$ cat src/hdl/ehc_pkg.sv
// Shared types and constants for the Ethernet header classifier.
// Depends on nothing; every other file in hdl imports it.
`timescale 1ns / 1ps

package ehc_pkg;

	localparam int unsigned CNT_W = 14;

	localparam logic [CNT_W-1:0] COUNT_MAX    = 14'd16383;
	localparam logic [CNT_W-1:0] ETH_HDR_LEN  = 14'd14;
	localparam logic [CNT_W-1:0] IPV4_MIN_LEN = 14'd34;
	localparam logic [CNT_W-1:0] ARP_MIN_LEN  = 14'd42;

	localparam logic [15:0] TYPE_IPV4 = 16'h0800;
	localparam logic [15:0] TYPE_ARP  = 16'h0806;
	localparam logic [15:0] TYPE_IPV6 = 16'h86DD;

	localparam logic [15:0] PROTO_ICMP = 16'd1;
	localparam logic [15:0] PROTO_TCP  = 16'd6;
	localparam logic [15:0] PROTO_UDP  = 16'd17;

	localparam logic [3:0] IP_VERSION_4 = 4'd4;
	localparam logic [3:0] IHL_MIN      = 4'd5;

	localparam logic [2:0] KIND_RUNT      = 3'd0;
	localparam logic [2:0] KIND_OTHER     = 3'd1;
	localparam logic [2:0] KIND_ARP       = 3'd2;
	localparam logic [2:0] KIND_IPV6      = 3'd3;
	localparam logic [2:0] KIND_V4_TRUNC  = 3'd4;
	localparam logic [2:0] KIND_BAD_VER   = 3'd5;
	localparam logic [2:0] KIND_BAD_IHL   = 3'd6;
	localparam logic [2:0] KIND_IPV4      = 3'd7;

	typedef struct packed {
		logic [7:0] data_byte;
		logic       last_byte;
	} in_beat_t;

	typedef struct packed {
		logic [13:0] frame_length;
		logic [2:0]  kind;
		logic [47:0] dst_mac;
		logic [47:0] src_mac;
		logic [15:0] ethertype;
		logic [31:0] addr_first;
		logic [31:0] addr_second;
		logic [47:0] arp_hw_addr;
		logic [15:0] op_or_proto;
		logic        detail_valid;
		logic [15:0] port_first;
		logic [15:0] port_second;
	} out_beat_t;

	// Per-frame capture state
	typedef struct packed {
		logic [CNT_W-1:0] byte_count;
		logic [47:0]      dst_mac;
		logic [47:0]      src_mac;
		logic [15:0]      ethertype;
		logic [7:0]       version_ihl;
		logic [15:0]      op_proto;
		logic [31:0]      addr_first;
		logic [31:0]      addr_second;
		logic [47:0]      hw_addr;
		logic [15:0]      port_first;
		logic [15:0]      port_second;
	} frame_state_t;

	// L4 header offset from the IHL nibble: 14 + 4*IHL
	function automatic logic [CNT_W-1:0] l4_offset(input logic [3:0] ihl);
		return ETH_HDR_LEN + {{(CNT_W-6){1'b0}}, ihl, 2'b00};
	endfunction

endpackage

$ cat src/hdl/ehc_capture.sv
// Byte position counter and header field capture for one frame.
// Depends on ehc_pkg; exposes the updated state of the current beat.
`timescale 1ns / 1ps

module ehc_capture (
	input  logic                 clk,
	input  logic                 arst_n,
	input  logic                 fire,
	input  ehc_pkg::in_beat_t    beat,
	output ehc_pkg::frame_state_t nxt
);
	import ehc_pkg::*;

	frame_state_t st_q;
	logic [CNT_W-1:0] pos;
	logic [CNT_W-1:0] l4;
	logic [7:0] b;

	// Work out the state after this beat
	always_comb begin
		pos = st_q.byte_count;
		b   = beat.data_byte;
		nxt = st_q;

		if (pos < 14'd6) begin
			nxt.dst_mac = {st_q.dst_mac[39:0], b};
		end else if (pos < 14'd12) begin
			nxt.src_mac = {st_q.src_mac[39:0], b};
		end else if (pos < ETH_HDR_LEN) begin
			nxt.ethertype = {st_q.ethertype[7:0], b};
		end
		if (pos == ETH_HDR_LEN) begin
			nxt.version_ihl = b;
		end

		l4 = l4_offset(nxt.version_ihl[3:0]);

		if (nxt.ethertype == TYPE_ARP) begin
			if (pos == 14'd20 || pos == 14'd21) begin
				nxt.op_proto = {st_q.op_proto[7:0], b};
			end else if (pos >= 14'd22 && pos <= 14'd27) begin
				nxt.hw_addr = {st_q.hw_addr[39:0], b};
			end else if (pos >= 14'd28 && pos <= 14'd31) begin
				nxt.addr_first = {st_q.addr_first[23:0], b};
			end else if (pos >= 14'd38 && pos <= 14'd41) begin
				nxt.addr_second = {st_q.addr_second[23:0], b};
			end
		end else if (nxt.ethertype == TYPE_IPV4) begin
			if (pos == 14'd23) begin
				nxt.op_proto = {8'h00, b};
			end else if (pos >= 14'd26 && pos <= 14'd29) begin
				nxt.addr_first = {st_q.addr_first[23:0], b};
			end else if (pos >= 14'd30 && pos <= 14'd33) begin
				nxt.addr_second = {st_q.addr_second[23:0], b};
			end
			if (pos > ETH_HDR_LEN) begin
				if (pos == l4 || pos == l4 + 14'd1) begin
					nxt.port_first = {st_q.port_first[7:0], b};
				end else if (pos == l4 + 14'd2 || pos == l4 + 14'd3) begin
					nxt.port_second = {st_q.port_second[7:0], b};
				end
			end
		end

		// Saturate the length count
		if (st_q.byte_count != COUNT_MAX) begin
			nxt.byte_count = st_q.byte_count + 14'd1;
		end
	end

	// Advance on each beat; clear after the final byte
	always_ff @(posedge clk or negedge arst_n) begin
		if (!arst_n) begin
			st_q <= '0;
		end else if (fire) begin
			if (beat.last_byte) begin
				st_q <= '0;
			end else begin
				st_q <= nxt;
			end
		end
	end

endmodule

$ cat src/hdl/ehc_classify.sv
// Frame classification from the captured header state.
// Depends on ehc_pkg; purely combinational, feeds the result register.
`timescale 1ns / 1ps

module ehc_classify (
	input  ehc_pkg::frame_state_t st,
	output ehc_pkg::out_beat_t    res
);
	import ehc_pkg::*;

	logic [CNT_W-1:0] len;
	logic [CNT_W-1:0] l4;

	always_comb begin
		len = st.byte_count;
		l4  = l4_offset(st.version_ihl[3:0]);
		res = '0;
		res.frame_length = len;
		res.kind = KIND_RUNT;

		if (len >= ETH_HDR_LEN) begin
			res.dst_mac   = st.dst_mac;
			res.src_mac   = st.src_mac;
			res.ethertype = st.ethertype;

			if (st.ethertype == TYPE_ARP) begin
				res.kind = KIND_ARP;
				if (len >= ARP_MIN_LEN) begin
					res.addr_first   = st.addr_first;
					res.addr_second  = st.addr_second;
					res.arp_hw_addr  = st.hw_addr;
					res.op_or_proto  = st.op_proto;
					res.detail_valid = 1'b1;
				end
			end else if (st.ethertype == TYPE_IPV6) begin
				res.kind = KIND_IPV6;
			end else if (st.ethertype != TYPE_IPV4) begin
				res.kind = KIND_OTHER;
			end else if (len < IPV4_MIN_LEN) begin
				res.kind = KIND_V4_TRUNC;
			end else if (st.version_ihl[7:4] != IP_VERSION_4) begin
				res.kind = KIND_BAD_VER;
			end else if (st.version_ihl[3:0] < IHL_MIN) begin
				res.kind = KIND_BAD_IHL;
			end else begin
				res.kind        = KIND_IPV4;
				res.addr_first  = st.addr_first;
				res.addr_second = st.addr_second;
				res.op_or_proto = st.op_proto;
				// Report L4 detail only when it lies inside the frame
				if (st.op_proto == PROTO_ICMP) begin
					if (len >= l4 + 14'd2) begin
						res.detail_valid = 1'b1;
						res.port_first   = {8'h00, st.port_first[15:8]};
					end
				end else if (st.op_proto == PROTO_TCP || st.op_proto == PROTO_UDP) begin
					if (len >= l4 + 14'd4) begin
						res.detail_valid = 1'b1;
						res.port_first   = st.port_first;
						res.port_second  = st.port_second;
					end
				end
			end
		end
	end

endmodule

$ cat src/hdl/ethernet_header_classifier.sv
// Ethernet header classifier: one result beat per frame, on its final byte.
// The final byte is first held in the input register; the result register then
// loads from it and raises result_valid. Throughput: one byte per cycle; a final
// byte waits in the input register only while a previous result is still held
// and stalled.
// Reset clears all capture state and both valids. Depends on ehc_pkg, ehc_capture, ehc_classify.
`timescale 1ns / 1ps

module ethernet_header_classifier (
	input  logic               clk,
	input  logic               arst_n,
	input  logic               octet_valid,
	output logic               octet_stall,
	input  ehc_pkg::in_beat_t  octet,
	output logic               result_valid,
	input  logic               result_stall,
	output ehc_pkg::out_beat_t result
);
	import ehc_pkg::*;

	logic         valid_s1;
	in_beat_t     beat_s1;
	logic         consume_s1;
	frame_state_t nxt_state;
	out_beat_t    res;

	// Drain the input register unless a final byte meets a blocked result
	assign consume_s1  = valid_s1 & (~beat_s1.last_byte | ~result_valid | ~result_stall);
	assign octet_stall = valid_s1 & ~consume_s1;

	// Input register control
	always_ff @(posedge clk or negedge arst_n) begin
		if (!arst_n) begin
			valid_s1 <= 1'b0;
		end else if (!octet_stall) begin
			valid_s1 <= octet_valid;
		end
	end

	// Input register payload
	always_ff @(posedge clk) begin
		if (!octet_stall) begin
			beat_s1 <= octet;
		end
	end

	ehc_capture u_capture (
		.clk    (clk),
		.arst_n (arst_n),
		.fire   (consume_s1),
		.beat   (beat_s1),
		.nxt    (nxt_state)
	);

	ehc_classify u_classify (
		.st  (nxt_state),
		.res (res)
	);

	// Result register control: load on final byte, drop once taken
	always_ff @(posedge clk or negedge arst_n) begin
		if (!arst_n) begin
			result_valid <= 1'b0;
		end else if (consume_s1 && beat_s1.last_byte) begin
			result_valid <= 1'b1;
		end else if (!result_stall) begin
			result_valid <= 1'b0;
		end
	end

	// Result register payload
	always_ff @(posedge clk) begin
		if (consume_s1 && beat_s1.last_byte) begin
			result <= res;
		end
	end

endmodule
$ cat config.mk
export PLATFORM = sky130hd
export DESIGN_NAME = ethernet_header_classifier
export DESIGN_NICKNAME = d
export VERILOG_FILES = /design/src/hdl/ehc_pkg.sv /design/src/hdl/ehc_capture.sv /design/src/hdl/ehc_classify.sv /design/src/hdl/ethernet_header_classifier.sv
export SDC_FILE = /design/constraint.sdc
export NUM_CORES = 1
export LEC_CHECK = 0
export ABC_AREA = 1
export BUFFER_PORTS_ARGS = -buffer_cell sky130_fd_sc_hd__buf_2
export CORE_AREA = 2 2 268 270
export DETAILED_ROUTE_END_ITERATION = 8
export DIE_AREA = 0 0 270 272
export PLACE_DENSITY = 0.58
export SETUP_SLACK_MARGIN = 0.05
export SLEW_MARGIN = 20
export SYNTH_ARGS = -nofsm -noshare
export SYNTH_HDL_FRONTEND = slang
export SYNTH_SLANG_ARGS = --single-unit
$ cat constraint.sdc
create_clock -name clk -period 10.2 [get_ports clk]
set_clock_uncertainty 0.05 [all_clocks]
set_input_delay 2.04 -clock clk [delete_from_list [all_inputs] [get_ports clk]]
set_output_delay 2.04 -clock clk [all_outputs]
set_load 0.01 [all_outputs]
==> impl_metrics.py <==
metrics = {
    "setup_path": {
        "worstPathRequired_ns": 10.45,
        "critPathMaxFanout": 71,
        "max_stage_delay_ns": 0.98,
        "cp_slowest_cell": "nand3_4",
        "cp-start-kind": "register",
        "cp_cell_sequence": "nand2_1 > inv_2 > nand3_4 > o21ai_1 > nor2_1 > nand2_1 > nor2_2 > nand2_4 > clkinv_2 > nand3_4 > buf_4 > o22ai_1",
        "worst-endpoint-arrival_ns": 5.89,
        "end_kind": "register",
        "path_class": "register to register",
    },
    "yosys": {
        "yosysTopAreaCellShare": 0.3120,
        "async_flop_share": 0.4975,
        "syn_area_sq_um": 28780,
        "synth_cell_types": 52,
        "synth-main-ff-cell": "edfxtp_1",
        "synth_edf_count": 299,
        "synth_seq_cells": 595,
        "seq_area_frac_synth": 0.5693,
        "syn_avg_cell_area_sq_um": 9.257,
        "syn_nets": 3136,
        "syn_inst": 3109,
        "ys_top_cells_by_area": "edfxtp_1 (31%), dfrtp_1 (26%), nand2_1 (7.7%)",
        "synth_largest_area_cell": "edfxtp_1",
        "ys_warn_count": 0,
    },
    "clocking": {
        "cts_sinks": 595,
        "cts_resized": 0,
        "cts-root-buf": "clkbuf_16",
        "cts_buffer_depth": 3,
        "post_cts_buffers": 0,
        "worstSkewPairLatency_ns": 0.60,
        "clkTransAtPathRegs_ns": 0.06,
        "cts_buffers": 69,
        "htree_levels": 3,
        "cts_hold_repair.buffers": 0,
        "cts_tree": "done",
    },
    "place": {
        "dpl.hpwl_um": 50920,
        "dp_cells": 4198,
        "io_buffers": 304,
        "placed_area_sq_um": 30970,
        "gpl.final_weighted_congestion": 0.8849,
    },
    "cells_and_area": {
        "fin_cells": 4324,
        "final_cell_mix": "nand2_1 (589), inv_1 (415), o21ai_0 (326), buf_2 (303), edfxtp_1 (299)",
        "final_layout_size_suffix_gt1_frac": 0.1764,
        "fin_area_sq_um": 33260,
        "num-fill-cells": 6763,
        "layout.nets": 3346,
        "syn_to_final_growth_pct": 15.56,
        "final_common_cell": "nand2_1",
    },
    "timing": {
        "slew-limit-headroom": 0.2272,
        "worst_pin_slew_ns": 1.159,
        "period_needed_ns": 5.639,
        "hold_violations": 0,
        "grt_setup_unrepaired": "false",
        "tns_ns": 0,
        "slew_viol_final": 0,
        "setup_violations": 0,
        "max_freq_ghz": 0.1773,
        "min_period_over_period": 0.5529,
    },
    "power": {
        "ir_worst_vdd_mv": 0.09423,
        "p_per_area_nw_per_um2": 168.4,
        "p_leak_nw": 14.48,
        "total_power_mw": 5.600,
    },
    "grt": {
        "grt_pass1_vias": 21240,
        "grt_antenna_before_repair": 1,
        "grt_pass1_wl_um": 127100,
        "grt_usage": 0.2205,
        "grt_start_max_net_pins": 149,
        "overflow": 0,
    },
    "floorplanning": {
        "start_util": 0.4068,
        "fp.dieW_um": 270,
        "core_sq_um": 70750,
        "die_h_um": 272,
        "ios": 305,
        "row_count": 98,
        "dieArea_sq_um": 73440,
    },
    "routing": {
        "vias": 22500,
        "ant_nets": 0,
        "routed_wl_um": 82430,
        "drtIter0Drc": 2236,
        "routedWlPerCell_um": 19.06,
        "drc": 0,
        "avgViaCountPerCell": 5.203,
        "dr.pass1.iters": 6,
    },
    "status": {
        "status": "completed",
    },
    "flow_run": {
        "cap_viol_max_count": 0,
    },
    "min_path": {
        "timing.hold.worst.class": "register to register",
    },
}
==> final timing paths <==
path	startpoint	endpoint	slack, ns	depth (start not counted)
min in group asynchronous	arst_n	u_capture.st_q[142]$_DFFE_PN0P_	1.36	1
max	u_capture.pos[3]$_DFFE_PN0P_	result[114]$_SDFFCE_PP0P_	4.56	12
min	u_capture.st_q[166]$_DFFE_PN0P_	u_capture.st_q[166]$_DFFE_PN0P_	0.44	2
min reg2reg	u_capture.st_q[166]$_DFFE_PN0P_	u_capture.st_q[166]$_DFFE_PN0P_	0.44	2
max in group asynchronous	arst_n	u_capture.st_q[252]$_DFFE_PN0P_	7.26	2
max reg2reg	u_capture.pos[3]$_DFFE_PN0P_	result[114]$_SDFFCE_PP0P_	4.56	12
==> flip-flops by register name, summed over array words and instances, names as in the netlist <==
name	flops
u_capture.pos	14
beat_s1	9
u_capture.st_q	280
result	290
result_valid	1
valid_s1	1
==> cell type report <==
| class | instances | area, sq um | share of cell area |
|---|---|---|---|
| antenna | 1 | 2.502 | 0.00007524 |
| sequential | 595 | 16390 | 0.4927 |
| timing repair buffer | 335 | 1789 | 0.05380 |
| tap | 950 | 1189 | 0.03574 |
| clock buffer | 94 | 1926 | 0.05790 |
| clock inverter | 31 | 355.3 | 0.01068 |
| inverter | 431 | 1639 | 0.04928 |
| multi-input combinational | 1887 | 9972 | 0.2998 |
==> power by group <==
part	switching (mW)	total, mW	internal (mW)
Clock	1.01	2.53	1.53
Combinational	0.297	0.397	0.101
Sequential	0.0495	2.67	2.62
Total	1.35	5.60	4.25
==> through the flow <==
| step | util | worst slack [ns] | hold slack (ns) |
|---|---|---|---|
| finish | 0.4701 | 4.561 | 0.4377 |
| global route | 0.4700 | 4.162 | 0.4657 |
| floorplan | - | 0.8641 | 0.3979 |
| CTS | 0.4700 | 4.548 | 0.4403 |
| global placement | 0.4377 | 4.681 | 0.4145 |
| detailed placement | 0.4377 | 4.559 | 0.4278 |
==> routing by layer <==
layer / track usage / vias up / part of all wire
li1: - / 10850 / -
met1: 0.3139 / 10900 / 0.45
met2: 0.3519 / 666 / 0.48
met3: 0.03412 / 90 / 0.053
met4: 0.05848 / 0 / 0.018
met5: 0 / - / 0
==> worst max-delay path: cells and delay by family, from the launching register on <==
| family | cells | cell delay (ns) |
|---|---|---|
| AND/OR/NAND/NOR | 7 | 2.32 |
| buffers and inverters | 3 | 1.83 |
| flip-flops | 1 | 0.59 |
| AO/OA/AOI/OAI | 2 | 0.51 |
==> synth_stat cells (79+ instances only) <==
cell,count
nand2_1,592
inv_1,418
o21ai_0,326
edfxtp_1,299
dfrtp_1,296
o22ai_1,194
nor2_1,176
clkbuf_1,127
o21ai_1,93
nand3_1,85
a21oi_1,81
mux2i_1,80
or2_2,79
==> kinds of logic after synthesis <==
| group | after synthesis | share of synthesized area |
|---|---|---|
| flip-flops | 595 | 0.5693 |
| AND/OR/NAND/NOR | 1061 | 0.1692 |
| XOR/XNOR | 12 | 0.003652 |
| AO/OA/AOI/OAI | 720 | 0.1370 |
| adder cells (fa/ha/maj) | 14 | 0.006086 |
| multiplexers | 80 | 0.02782 |
| buffers and inverters | 627 | 0.08691 |
Note: power is estimated with default switching activity, not from simulation.
